## src/dual_8bit_compare_timer_core_macros.svh

```systemverilog
// Assertion macros for the dual 8-bit compare timer core.
// Included by the top level; the macros expect clk and arst_n in scope.
`ifndef DUAL_8BIT_COMPARE_TIMER_CORE_MACROS_SVH
`define DUAL_8BIT_COMPARE_TIMER_CORE_MACROS_SVH

`define DTC_ASSERT_IMP(lbl, ante, cons, msg) \
	lbl: assert property (@(posedge clk) disable iff (!arst_n) (ante) |-> (cons)) \
		else $error(msg);

`define DTC_ASSERT_NXT(lbl, ante, cons, msg) \
	lbl: assert property (@(posedge clk) disable iff (!arst_n) (ante) |=> (cons)) \
		else $error(msg);

`endif

```

## src/dtc_pkg.sv

```systemverilog
// Shared types, codes and clock selection functions of the dual 8-bit compare timer.
// Used by dtc_count and dual_8bit_compare_timer_core; depends on nothing.
package dtc_pkg;

	localparam int CNT_W   = 8;
	localparam int PRESC_W = 13;

	localparam logic [1:0] FUNC_TICK  = 2'd0;
	localparam logic [1:0] FUNC_READ  = 2'd1;
	localparam logic [1:0] FUNC_WRITE = 2'd2;

	localparam logic [2:0] REG_CONTROL = 3'd0;
	localparam logic [2:0] REG_STATUS  = 3'd1;
	localparam logic [2:0] REG_CMPA    = 3'd2;
	localparam logic [2:0] REG_CMPB    = 3'd3;
	localparam logic [2:0] REG_COUNTER = 3'd4;
	localparam logic [2:0] REG_CKSEL   = 3'd5;

	localparam logic [1:0] CSS_EXTERNAL = 2'd0;
	localparam logic [1:0] CSS_CASCADE  = 2'd3;
	localparam logic [2:0] CKS_CASCADE  = 3'd4;

	localparam logic [7:0] STATUS_RESET_CH1 = 8'h10;
	localparam logic [7:0] COMPARE_RESET    = 8'hff;

	typedef struct packed {
		logic               run;
		logic [PRESC_W-1:0] mask;
	} clk_sel_t;

	typedef struct packed {
		logic [CNT_W-1:0] cnt;
		logic [7:0]       stat;
		logic             ovf;
		logic             cma;
	} count_res_t;

	function automatic logic [PRESC_W-1:0] cksel_mask(input logic [2:0] code);
		logic [PRESC_W-1:0] m;
		unique case (code)
			3'd0: m = PRESC_W'(0);
			3'd1: m = PRESC_W'(0);
			3'd2: m = PRESC_W'(1);
			3'd3: m = PRESC_W'(7);
			3'd4: m = PRESC_W'(31);
			3'd5: m = PRESC_W'(63);
			3'd6: m = PRESC_W'(1023);
			default: m = PRESC_W'(8191);
		endcase
		return m;
	endfunction

	function automatic logic [PRESC_W-1:0] ctrl_mask(input logic [1:0] code);
		logic [PRESC_W-1:0] m;
		unique case (code)
			2'd0: m = PRESC_W'(0);
			2'd1: m = PRESC_W'(7);
			2'd2: m = PRESC_W'(63);
			default: m = PRESC_W'(8191);
		endcase
		return m;
	endfunction

	function automatic logic chan_cascaded(input logic variant, input logic [7:0] ctrl,
			input logic [7:0] cksel);
		return variant ? (ctrl[2:0] == CKS_CASCADE) : (cksel[4:3] == CSS_CASCADE);
	endfunction

	function automatic clk_sel_t chan_clock(input logic variant, input logic [7:0] ctrl,
			input logic [7:0] cksel);
		clk_sel_t c;
		if (variant) begin
			c.run  = !ctrl[2] && (ctrl[1:0] != 2'd0);
			c.mask = ctrl_mask(ctrl[1:0]);
		end else begin
			c.run  = (cksel[4:3] != CSS_EXTERNAL) && (cksel[2:0] != 3'd0);
			c.mask = cksel_mask(cksel[2:0]);
		end
		return c;
	endfunction

endpackage

```

## src/dtc_count.sv

```systemverilog
// One count step of a timer channel: increment, compare A/B, clear and overflow.
// Purely combinational; depends on dtc_pkg.
module dtc_count (
	input  logic [dtc_pkg::CNT_W-1:0] cnt,
	input  logic [7:0]                stat,
	input  logic [7:0]                cmpa,
	input  logic [7:0]                cmpb,
	input  logic [1:0]                cclr,
	output dtc_pkg::count_res_t       res
);

	logic [dtc_pkg::CNT_W:0] next;
	logic                    hit_a;
	logic                    hit_b;

	always_comb begin
		next  = {1'b0, cnt} + {{dtc_pkg::CNT_W{1'b0}}, 1'b1};
		hit_a = (next == {1'b0, cmpa});
		hit_b = (next == {1'b0, cmpb});
		res.ovf  = next[dtc_pkg::CNT_W];
		res.cma  = hit_a;
		res.stat = stat | {hit_b, hit_a, next[dtc_pkg::CNT_W], 5'b0};
		if ((hit_a && cclr[0]) || (hit_b && cclr[1])) begin
			res.cnt = '0;
		end else begin
			res.cnt = next[dtc_pkg::CNT_W-1:0];
		end
	end

endmodule

```

## src/dual_8bit_compare_timer_core.sv

```systemverilog
// Top level of the dual 8-bit compare timer: input register, register file,
// tick logic and result register. Depends on dtc_pkg, dtc_count and the macro header.
//
// Usage. Each input word is a clock tick, a register read or a register write
// (func, reg_addr, word_access, write_data), taken when in_valid is high and
// in_stall is low. The word is registered, then executed against the register
// file once the output register is empty or not stalled, when its result word
// (read_data, bus_error and the three interrupt request pairs as they stand after the
// word) is loaded into the output register and out_valid rises. One word is accepted
// every cycle while in_stall is low; each word updates the register file as its
// result is loaded, so ticks and bus accesses run back to back. When the receiver
// raises out_stall the result is held, one further word waits in the input register,
// and in_stall rises only once both are full. cfg_we with cfg_wdata selects the clock
// selection variant; the user must write it only while the block is idle, which the
// block itself does not enforce. Reset clears the prescaler, counters and control
// registers, sets compares to all ones and channel 1 status to 0x10.
`include "dual_8bit_compare_timer_core_macros.svh"

module dual_8bit_compare_timer_core (
	input  logic        clk,
	input  logic        arst_n,
	input  logic        cfg_we,
	input  logic        cfg_wdata,
	input  logic        in_valid,
	output logic        in_stall,
	input  logic [1:0]  func,
	input  logic [3:0]  reg_addr,
	input  logic        word_access,
	input  logic [15:0] write_data,
	output logic        out_valid,
	input  logic        out_stall,
	output logic [15:0] read_data,
	output logic        bus_error,
	output logic [1:0]  match_a_irq,
	output logic [1:0]  match_b_irq,
	output logic [1:0]  overflow_irq
);

	logic        valid_s1;
	logic [1:0]  func_s1;
	logic [3:0]  addr_s1;
	logic        word_s1;
	logic [15:0] wdata_s1;
	logic        adv;
	logic        variant_q;

	logic [7:0]                     ctrl_q  [2];
	logic [7:0]                     stat_q  [2];
	logic [7:0]                     cmpa_q  [2];
	logic [7:0]                     cmpb_q  [2];
	logic [dtc_pkg::CNT_W-1:0]      cnt_q   [2];
	logic [7:0]                     cksel_q [2];
	logic [dtc_pkg::PRESC_W-1:0]    presc_q;

	logic [7:0]                     ctrl_d  [2];
	logic [7:0]                     stat_d  [2];
	logic [7:0]                     cmpa_d  [2];
	logic [7:0]                     cmpb_d  [2];
	logic [dtc_pkg::CNT_W-1:0]      cnt_d   [2];
	logic [7:0]                     cksel_d [2];
	logic [dtc_pkg::PRESC_W-1:0]    presc_d;

	dtc_pkg::count_res_t res [2];
	dtc_pkg::clk_sel_t   csel [2];
	logic [1:0]          casc;
	logic [1:0]          hit;
	logic [1:0]          en;
	logic [dtc_pkg::PRESC_W-1:0] p_next;

	logic        ch_s1;
	logic [2:0]  reg_s1;
	logic        err;
	logic [15:0] rd;
	logic        wr_en [2];
	logic [7:0]  wr_byte [2];

	assign adv      = valid_s1 && (!out_valid || !out_stall);
	assign in_stall = valid_s1 && !adv;
	assign ch_s1    = addr_s1[0];
	assign reg_s1   = addr_s1[3:1];

	always_ff @(posedge clk or negedge arst_n) begin
		if (!arst_n) begin
			valid_s1 <= 1'b0;
		end else if (!valid_s1 || adv) begin
			valid_s1 <= in_valid;
		end
	end

	always_ff @(posedge clk) begin
		if (in_valid && !in_stall) begin
			func_s1  <= func;
			addr_s1  <= reg_addr;
			word_s1  <= word_access;
			wdata_s1 <= write_data;
		end
	end

	always_ff @(posedge clk or negedge arst_n) begin
		if (!arst_n) begin
			variant_q <= 1'b0;
		end else if (cfg_we) begin
			variant_q <= cfg_wdata;
		end
	end

	for (genvar k = 0; k < 2; k++) begin : g_chan
		dtc_count u_count (
			.cnt  (cnt_q[k]),
			.stat (stat_q[k]),
			.cmpa (cmpa_q[k]),
			.cmpb (cmpb_q[k]),
			.cclr (ctrl_q[k][4:3]),
			.res  (res[k])
		);
		assign csel[k] = dtc_pkg::chan_clock(variant_q, ctrl_q[k], cksel_q[k]);
		assign casc[k] = dtc_pkg::chan_cascaded(variant_q, ctrl_q[k], cksel_q[k]);
		assign hit[k]  = csel[k].run && !casc[k] && ((p_next & csel[k].mask) == '0);
	end

	assign p_next = presc_q + dtc_pkg::PRESC_W'(1);
	assign en[0]  = hit[0] || (casc[0] && !casc[1] && hit[1] && res[1].ovf);
	assign en[1]  = hit[1] || (casc[1] && !casc[0] && hit[0] && res[0].cma);

	function automatic logic [7:0] reg_byte(input logic [2:0] r, input logic k,
			input logic [7:0] ctrl, input logic [7:0] stat, input logic [7:0] ca,
			input logic [7:0] cb, input logic [7:0] cn, input logic [7:0] cs);
		logic [7:0] v;
		unique case (r)
			dtc_pkg::REG_CONTROL: v = ctrl;
			dtc_pkg::REG_STATUS:  v = {3'b0, k | stat[4], stat[3:0]};
			dtc_pkg::REG_CMPA:    v = ca;
			dtc_pkg::REG_CMPB:    v = cb;
			dtc_pkg::REG_COUNTER: v = cn;
			default:              v = cs & 8'h9f;
		endcase
		return v;
	endfunction

	always_comb begin
		ctrl_d  = ctrl_q;
		stat_d  = stat_q;
		cmpa_d  = cmpa_q;
		cmpb_d  = cmpb_q;
		cnt_d   = cnt_q;
		cksel_d = cksel_q;
		presc_d = presc_q;
		err     = 1'b0;
		rd      = 16'h0000;
		for (int k = 0; k < 2; k++) begin
			wr_en[k]   = 1'b0;
			wr_byte[k] = (word_s1 && k == 0) ? wdata_s1[15:8] : wdata_s1[7:0];
		end
		unique case (func_s1)
			dtc_pkg::FUNC_TICK: begin
				presc_d = p_next;
				for (int k = 0; k < 2; k++) begin
					if (en[k]) begin
						cnt_d[k]  = res[k].cnt;
						stat_d[k] = res[k].stat;
					end
				end
			end
			dtc_pkg::FUNC_READ: begin
				err = (word_s1 && (ch_s1 || reg_s1 <= dtc_pkg::REG_STATUS)) ||
					(reg_s1 > dtc_pkg::REG_CKSEL);
				if (err) begin
					rd = 16'hffff;
				end else if (word_s1) begin
					rd = {reg_byte(reg_s1, 1'b0, ctrl_q[0], stat_q[0], cmpa_q[0], cmpb_q[0],
							cnt_q[0], cksel_q[0]),
						reg_byte(reg_s1, 1'b1, ctrl_q[1], stat_q[1], cmpa_q[1], cmpb_q[1],
							cnt_q[1], cksel_q[1])};
				end else begin
					rd = {8'h00, reg_byte(reg_s1, ch_s1, ctrl_q[ch_s1], stat_q[ch_s1],
						cmpa_q[ch_s1], cmpb_q[ch_s1], cnt_q[ch_s1], cksel_q[ch_s1])};
				end
			end
			dtc_pkg::FUNC_WRITE: begin
				err = (word_s1 && ch_s1) || (reg_s1 > dtc_pkg::REG_CKSEL);
				if (err) begin
					rd = 16'hffff;
				end
				for (int k = 0; k < 2; k++) begin
					wr_en[k] = !err && (word_s1 || (ch_s1 == k[0]));
					if (wr_en[k]) begin
						unique case (reg_s1)
							dtc_pkg::REG_CONTROL: ctrl_d[k]  = wr_byte[k];
							dtc_pkg::REG_STATUS:  stat_d[k]  = wr_byte[k];
							dtc_pkg::REG_CMPA:    cmpa_d[k]  = wr_byte[k];
							dtc_pkg::REG_CMPB:    cmpb_d[k]  = wr_byte[k];
							dtc_pkg::REG_COUNTER: cnt_d[k]   = wr_byte[k];
							default:              cksel_d[k] = wr_byte[k];
						endcase
					end
				end
			end
			default: begin
			end
		endcase
	end

	always_ff @(posedge clk or negedge arst_n) begin
		if (!arst_n) begin
			presc_q <= '0;
			for (int k = 0; k < 2; k++) begin
				ctrl_q[k]  <= 8'h00;
				cmpa_q[k]  <= dtc_pkg::COMPARE_RESET;
				cmpb_q[k]  <= dtc_pkg::COMPARE_RESET;
				cnt_q[k]   <= '0;
				cksel_q[k] <= 8'h00;
			end
			stat_q[0] <= 8'h00;
			stat_q[1] <= dtc_pkg::STATUS_RESET_CH1;
		end else if (adv) begin
			presc_q <= presc_d;
			ctrl_q  <= ctrl_d;
			stat_q  <= stat_d;
			cmpa_q  <= cmpa_d;
			cmpb_q  <= cmpb_d;
			cnt_q   <= cnt_d;
			cksel_q <= cksel_d;
		end
	end

	always_ff @(posedge clk or negedge arst_n) begin
		if (!arst_n) begin
			out_valid <= 1'b0;
		end else if (adv) begin
			out_valid <= 1'b1;
		end else if (!out_stall) begin
			out_valid <= 1'b0;
		end
	end

	always_ff @(posedge clk) begin
		if (adv) begin
			read_data <= rd;
			bus_error <= err;
			for (int k = 0; k < 2; k++) begin
				match_a_irq[k]  <= ctrl_d[k][6] & stat_d[k][6];
				match_b_irq[k]  <= ctrl_d[k][7] & stat_d[k][7];
				overflow_irq[k] <= ctrl_d[k][5] & stat_d[k][5];
			end
		end
	end

	`DTC_ASSERT_IMP(a_err_all_ones, out_valid && bus_error, read_data == 16'hffff,
		"Bus error result does not read as all ones.")
	`DTC_ASSERT_IMP(a_stall_needs_word, in_stall, valid_s1 && out_valid && out_stall,
		"Input stalled without a held word on both sides.")
	`DTC_ASSERT_NXT(a_tick_prescaler, adv && func_s1 == dtc_pkg::FUNC_TICK,
		presc_q == dtc_pkg::PRESC_W'($past(presc_q) + dtc_pkg::PRESC_W'(1)),
		"Prescaler did not advance on a tick.")
	`DTC_ASSERT_NXT(a_access_keeps_prescaler, adv && func_s1 != dtc_pkg::FUNC_TICK,
		$stable(presc_q), "Prescaler moved on a register access.")

endmodule

```

## config.mk

```make
export PLATFORM = sky130hd
export DESIGN_NAME = dual_8bit_compare_timer_core
export DESIGN_NICKNAME = d
export VERILOG_FILES = /design/src/dtc_pkg.sv /design/src/dtc_count.sv /design/src/dual_8bit_compare_timer_core.sv
export VERILOG_INCLUDE_DIRS = /design/src /design/src/src
export SDC_FILE = /design/constraint.sdc
export NUM_CORES = 1
export LEC_CHECK = 0
export BUFFER_PORTS_ARGS = -buffer_cell sky130_fd_sc_hd__clkbuf_2
export CORE_ASPECT_RATIO = 0.75
export CORE_MARGIN = 5
export CORE_UTILIZATION = 60
export CTS_CLUSTER_DIAMETER = 40
export DETAILED_ROUTE_END_ITERATION = 12
export PLACE_DENSITY = 0.8
export SLEW_MARGIN = 25
export SYNTH_ARGS = -nofsm -noshare
export SYNTH_HDL_FRONTEND = slang
export SYNTH_SLANG_ARGS = --single-unit
```

## constraint.sdc

```tcl
create_clock -name clk -period 3.3 [get_ports clk]
set_input_delay 0 -clock clk [delete_from_list [all_inputs] [get_ports clk]]
set_output_delay 0 -clock clk [all_outputs]
set_load 0.005 [all_outputs]
```

==> results of run 1 <==
[through the flow]
stage | hold WS, ns | utilization [%] | power (mW) | std cells | cell area, um^2
after floorplan | -0.2956 | - | 3.757 | 906 | 9034
after global placement | 0.1543 | 65.16 | 4.167 | 1128 | 9512
after detailed placement | 0.1667 | 65.16 | 4.217 | 1128 | 9512
after CTS | 0.2496 | 71.21 | 6.224 | 1189 | 10390
after global routing | 0.2794 | 71.23 | 6.538 | 1189 | 10400
final | 0.2222 | 71.23 | 6.271 | 1189 | 10400
[worst max-delay path by stage]
stage | endpoint | from | depth (start not counted) | slack, ns
2_1_floorplan | cnt_q[12]$_DFFE_PN0P_ | presc_q[0]$_DFFE_PN0P_ | 11 | 0.70
3_3_place_gp | cnt_q[0]$_DFFE_PN0P_ | cnt_q[8]$_DFFE_PN0P_ | 8 | 0.36
3_5_place_dp | cnt_q[1]$_DFFE_PN0P_ | cnt_q[8]$_DFFE_PN0P_ | 8 | 0.26
4_1_cts | cnt_q[1]$_DFFE_PN0P_ | cnt_q[8]$_DFFE_PN0P_ | 8 | 0.25
5_1_grt | cnt_q[11]$_DFFE_PN0P_ | cnt_q[8]$_DFFE_PN0P_ | 8 | 0.02
6_report | cnt_q[13]$_DFFE_PN0P_ | cnt_q[8]$_DFFE_PN0P_ | 8 | 0.18
[repair_timing]
item / 4_1_cts / 5_1_grt
hold buffers: 29 / 0
endpoints found under the setup margin: 0 / 5
gates resized for setup: 0 / 2
buffers inserted: 0 / 0
hold endpoints to repair: 76 / 0
[power by group]
part / total [mW] / leakage, nW / switching, mW / internal [mW]
Combinational: 1.67 / 2.22 / 0.898 / 0.768
Clock: 1.99 / 0.289 / 0.855 / 1.14
Sequential: 2.61 / 1.71 / 0.338 / 2.27
Total: 6.27 / 4.22 / 2.09 / 4.18
[layer usage]
| metal | vias up | GRT usage [%] | share of wire (%) | routed length, um |
|---|---|---|---|---|
| li1 | 3478 | - | - | - |
| met1 | 3704 | 45.65 | 44 | 11260 |
| met2 | 498 | 43.05 | 42 | 10730 |
| met3 | 46 | 10.20 | 13 | 3334 |
| met4 | 0 | 7.062 | 1.6 | 421 |
| met5 | - | 0 | 0 | 0 |
[critical path, cell delays in order (launching register included)]
cell and delay [ns]:
dfrtp_1 0.52, ha_1 0.34, nand3_1 0.29, nor2_1 0.25, xnor3_1 0.26, and4_1 0.16
a31oi_1 0.64, nand2_1 0.28, o221ai_1 0.28
[synth_stat cells (all sizes together) (3+ instances only)]
cell type	instances
nand3	36
or3	4
a31oi	18
and4	3
nand2b	10
xnor3	7
o21ai	67
nor2b	16
xnor2	36
buf	24
a21oi	42
clkbuf	39
nor2	71
mux2	45
o211ai	9
mux2i	27
inv	21
dfrtp	75
or4	3
a41oi	12
a32o	6
nor4	9
or2	4
nor3b	3
nand2	92
o31ai	3
a22oi	7
and3	7
and2	10
edfxtp	46
a221oi	4
nor3	18
nand4	13
mux4	4
o221ai	7
a21o	5
o22ai	5
ha	6
a211oi	4
xor2	12
nor4b	3
a32oi	9
dfstp	32
[registers in the layout, summed over array words and instances (netlist names), 2 cells and up]
| register | cells |
|---|---|
| read_data | 16 |
| cksel_q | 12 |
| cmpb_q | 16 |
| addr_s1 | 4 |
| presc_q | 13 |
| ctrl_q | 16 |
| overflow_irq | 2 |
| stat_q | 15 |
| func_s1 | 2 |
| match_a_irq | 2 |
| match_b_irq | 2 |
| wdata_s1 | 16 |
| cmpa_q | 16 |
| cnt_q | 16 |
[layout make-up]
| type | instances | area, um^2 | area share (%) |
|---|---|---|---|
| well taps | 200 | 250.2 | 2.407 |
| clock buffers | 18 | 429.2 | 4.128 |
| clock inverters | 14 | 162.7 | 1.564 |
| inverters | 22 | 82.58 | 0.7942 |
| flip-flops and latches | 153 | 4099 | 39.42 |
| repair buffers | 114 | 810.8 | 7.798 |
| multi-input cells | 668 | 4563 | 43.89 |
[cells by family (layout without fill, tap and decap cells)]
| group | count (synthesis) | in the layout | synth area share [%] |
|---|---|---|---|
| buf+inv | 85 | 168 | 4.155 |
| fa+ha+maj | 6 | 6 | 0.8310 |
| mux | 76 | 76 | 9.806 |
| simple gates | 309 | 309 | 16.97 |
| flops | 153 | 153 | 45.37 |
| compound gates | 222 | 222 | 16.47 |
| xor+xnor | 55 | 55 | 6.399 |
==> reports/metrics.yaml, run 1 <==
worst_setup_path:
  timing.rr.end: "cnt_q[13]$_DFFE_PN0P_"
  reg2reg_from: "cnt_q[8]$_DFFE_PN0P_"
  endpoint_kind: "flop"
  cp_data_required_time_ns: 3.64
  ff2ff_path_depth: 8
  startpoint_type: "flop"
  path_class: "reg -> reg"
  critPathArrivalTime_ns: 3.46
  crit_path_max_fanout: 9
  ff2ff_setup_slack_ns: 0.18
yosys:
  synth_cell_types: 83
  yosysWarnings: 0
  synthCells: 906
  seq_area_frac_synth_pct: 45.37
  syn_nets: 941
  avgSynthCellArea_um2: 9.971
  synth-async-reset-ratio_pct: 69.93
  synth_top_flop_cell: "dfrtp_1"
  synth.area.top_cells: "dfrtp_1 (21%), edfxtp_1 (15%), dfstp_2 (9.3%)"
  yosysTopAreaCellShare_pct: 20.78
  synth_area_mm2: 0.009034
  synth_edf_count: 46
  synth_area_leader_cell: "dfrtp_1"
  ys_ff_latch: 153
floorplanning:
  die_w_um: 151.7
  initial_utilization_pct: 61.89
  fp.dieArea_mm2: 0.01764
  ios: 54
  die_y_um: 116.3
  core_mm2: 0.01460
  rows: 38
global_route:
  overflow: 0
  grt_pass1_wl_um: 40740
  antenna_found_initial: 0
  grt_max_degree: 69
  grt_pass1_vias: 7139
  grt_usage_pct: 30.46
layout:
  fin_nets: 1011
  n_antenna_cell: 0
  most-common-layout-cells: "nand2_1 (92), dfrtp_1 (75), nor2_1 (71)"
  fillCellCount: 1085
  drive_above_1_share_pct: 21.44
  layout_commonest_cell: "nand2_1"
  areaGrowthSynthToFinish_pct: 15.10
power:
  powerDensity_mw_per_mm2: 603.2
  p_leak_nw: 4.221
  ir_worst_vdd_v: 0.0003622
routing:
  drt_first_pass_iters: 8
  drt_wl_total_um: 25750
  drc: 0
  vias: 7726
  vias_per_cell: 6.498
  ant_nets: 0
  drt_iter0_drc: 1052
  wl_per_cell_um: 21.66
clocking:
  path_clk_slew_ns: 0.07
  clk_latency_ns: 0.45
  cts_tree: "yes"
  cts-root-buf: "clkbuf_16"
  cts_sinks: 153
  h-tree-depth: 4
  cts_buffers: 17
  cts.path.max_buffers: 2
sta:
  drv_slew: 0
  fin_crit_ns: 3.118
  setup_slack_ns: 0.1823
  hold_viol_final: 0
  setup_tns_ns: 0
  skew_ns: 0.01610
  slew_headroom_pct: 35.98
  rsz0062_at_grt: "false"
  fin_crit_sh_pct: 94.48
  worstMarginPinSlew_ns: 0.9603
  fmax_ghz: 0.3207
  finalSetupViolations: 0
run:
  cap_violations: 0
place:
  dp_slack_ns: 0.2581
  gp_congestion: 1.016
  place_hpwl_um: 18410
  port_buffers: 53
min_path:
  hold_class: "in -> async"
status:
  status: "complete, no violations"
Note: power is estimated with default switching activity, not from simulation.
==> run 2: changes to the inputs <==
PLACE_DENSITY = default   (was 0.8)
PLACE_DENSITY_LB_ADDON = 0.05   (was default)
==> reports/metrics.yaml, run 2 (synthesized netlist as in run 1, its figures left out) <==
status:
  status: "complete, no violations"  # unchanged
worst_setup_path:
  reg2reg_from: "presc_q[0]$_DFFE_PN0P_"  # was cnt_q[8]$_DFFE_PN0P_
  ff2ff_path_depth: 8  # unchanged
  endpoint_kind: "flop"  # unchanged
  startpoint_type: "flop"  # unchanged
  path_class: "reg -> reg"  # unchanged
  critPathArrivalTime_ns: 3.40  # was 3.46 ns
  crit_path_max_fanout: 9  # unchanged
  timing.rr.end: "cnt_q[8]$_DFFE_PN0P_"  # was cnt_q[13]$_DFFE_PN0P_
  cp_data_required_time_ns: 3.62  # was 3.64 ns
  ff2ff_setup_slack_ns: 0.22  # was 0.18 ns
power:
  ir_worst_vdd_v: 0.0003543  # was 0.0003622 V
  powerDensity_mw_per_mm2: 605.1  # was 603.2 mW/mm^2
  finalPower_mw: 6.283  # was 6.271 mW
  p_leak_nw: 4.218  # was 4.221 nW
routing:
  vias: 7800  # was 7726
  vias_per_cell: 6.560  # was 6.498
  drc: 0  # unchanged
  drt_wl_total_um: 26940  # was 25750 um
  drt_first_pass_iters: 6  # was 8
  wl_per_cell_um: 22.66  # was 21.66 um
  drt_iter0_drc: 1044  # was 1052
  ant_nets: 0  # unchanged
clocking:
  cts.path.max_buffers: 2  # unchanged
  path_clk_slew_ns: 0.07  # about the same
  cts_tree: "yes"  # unchanged
  h-tree-depth: 4  # unchanged
  cts_sinks: 153  # unchanged
  cts_buffers: 17  # unchanged
  cts-root-buf: "clkbuf_16"  # unchanged
  post_cts_buffers: 0  # unchanged
  clk_latency_ns: 0.44  # was 0.45 ns
floorplanning:
  core_mm2: 0.01460  # unchanged
  rows: 38  # unchanged
  fp.dieArea_mm2: 0.01764  # unchanged
  initial_utilization_pct: 61.89  # unchanged
  die_w_um: 151.7  # unchanged
  ios: 54  # unchanged
  die_y_um: 116.3  # unchanged
place:
  place_hpwl_um: 18860  # was 18410 um
  gp_congestion: 0.9806  # was 1.016
  port_buffers: 53  # unchanged
  dpl_cell_area_mm2: 0.009499  # was 0.009512 mm^2
  dp_slack_ns: 0.2998  # was 0.2581 ns
run:
  cap_violations: 0  # unchanged
sta:
  skew_ns: 0.01187  # was 0.01610 ns
  setup_tns_ns: 0  # unchanged
  fin_crit_ns: 3.080  # was 3.118 ns
  rsz0062_at_grt: "false"  # unchanged
  fin_crit_sh_pct: 93.35  # was 94.48%
  slew_headroom_pct: 29.56  # was 35.98%
  fmax_ghz: 0.3246  # was 0.3207 GHz
  setup_slack_ns: 0.2196  # was 0.1823 ns
  worstMarginPinSlew_ns: 1.053  # was 0.9603 ns
  hold_viol_final: 0  # unchanged
  finalSetupViolations: 0  # unchanged
  drv_slew: 0  # unchanged
global_route:
  grt_usage_pct: 32.51  # was 30.46%
  grt_max_degree: 58  # was 69
  grt_pass1_wl_um: 43530  # was 40740 um
  antenna_found_initial: 0  # unchanged
  overflow: 0  # unchanged
  grt_pass1_vias: 7768  # was 7139
layout:
  most-common-layout-cells: "nand2_1 (92), dfrtp_1 (75), nor2_1 (71)"  # unchanged
  areaGrowthSynthToFinish_pct: 14.93  # was 15.10%
  layout_commonest_cell: "nand2_1"  # unchanged
  drive_above_1_share_pct: 21.64  # was 21.44%
  final_area_mm2: 0.01038  # was 0.01040 mm^2
  n_antenna_cell: 0  # unchanged
  fin_nets: 1011  # unchanged
min_path:
  hold_class: "in -> async"  # unchanged
==> run 2: worst max-delay path, stage by stage, from the launching register on <==
cell and delay (ns):
dfrtp_1 0.47, ha_1 0.34, xnor2_1 0.16, a31oi_1 0.39, nor3_2 0.13, o22ai_2 0.31, or2_0 0.36, a31o_1 0.47
mux2_4 0.34
==> run 2: worst max-delay path by stage <==
stage,startpoint,end,slack [ns],cells after the start
2_1_floorplan,presc_q[0]$_DFFE_PN0P_,cnt_q[12]$_DFFE_PN0P_,0.70,11
3_3_place_gp,presc_q[0]$_DFFE_PN0P_,cnt_q[8]$_DFFE_PN0P_,0.43,8
3_5_place_dp,presc_q[0]$_DFFE_PN0P_,cnt_q[8]$_DFFE_PN0P_,0.30,8
4_1_cts,presc_q[0]$_DFFE_PN0P_,cnt_q[8]$_DFFE_PN0P_,0.28,8
5_1_grt,cnt_q[9]$_DFFE_PN0P_,overflow_irq[1]$_DFFE_PP_,0.008,8
6_report,presc_q[0]$_DFFE_PN0P_,cnt_q[8]$_DFFE_PN0P_,0.22,8
==> run 2: area by class of cell <==
class                      count  area (um^2)
clock buffer                  18        439.2
timing repair buffer         114        798.3
clock inverter                14        147.6
sequential                   153         4099
tap                          200        250.2
fill                        1072         4214
multi-input combinational    668         4566
inverter                      22        82.58
==> run 2: layer usage <==
metal / vias up / GRT usage [%] / wire length (um)
met5: - / 2.500 / 57
met4: 2 / 10.65 / 715
met3: 77 / 9.930 / 3129
met2: 452 / 46.57 / 11500
met1: 3788 / 47.25 / 11540
li1: 3481 / - / -
==> run 2: power breakdown <==
| group | leakage, nW | internal [mW] | switching, mW | total (mW) |
|---|---|---|---|---|
| logic | 2.21 | 0.789 | 0.927 | 1.72 |
| clock network | 0.292 | 1.03 | 0.921 | 1.95 |
| registers | 1.71 | 2.27 | 0.338 | 2.61 |
| total | 4.22 | 4.10 | 2.19 | 6.28 |
==> run 2: through the flow <==
step | cells | utilization (%) | hold WS, ns
2_1_floorplan | 906 | - | -0.2956
3_3_place_gp | 1128 | 65.08 | 0.08691
3_5_place_dp | 1128 | 65.08 | 0.1252
4_1_cts | 1189 | 71.09 | 0.1885
5_1_grt | 1189 | 71.13 | 0.2389
6_report | 1189 | 71.13 | 0.1521
==> run 2: what timing repair did <==
action	in CTS	in global routing
hold buffers	29	0
endpoints found under the setup margin	0	5
gates resized for setup	0	1
endpoints found under the hold margin	68	0
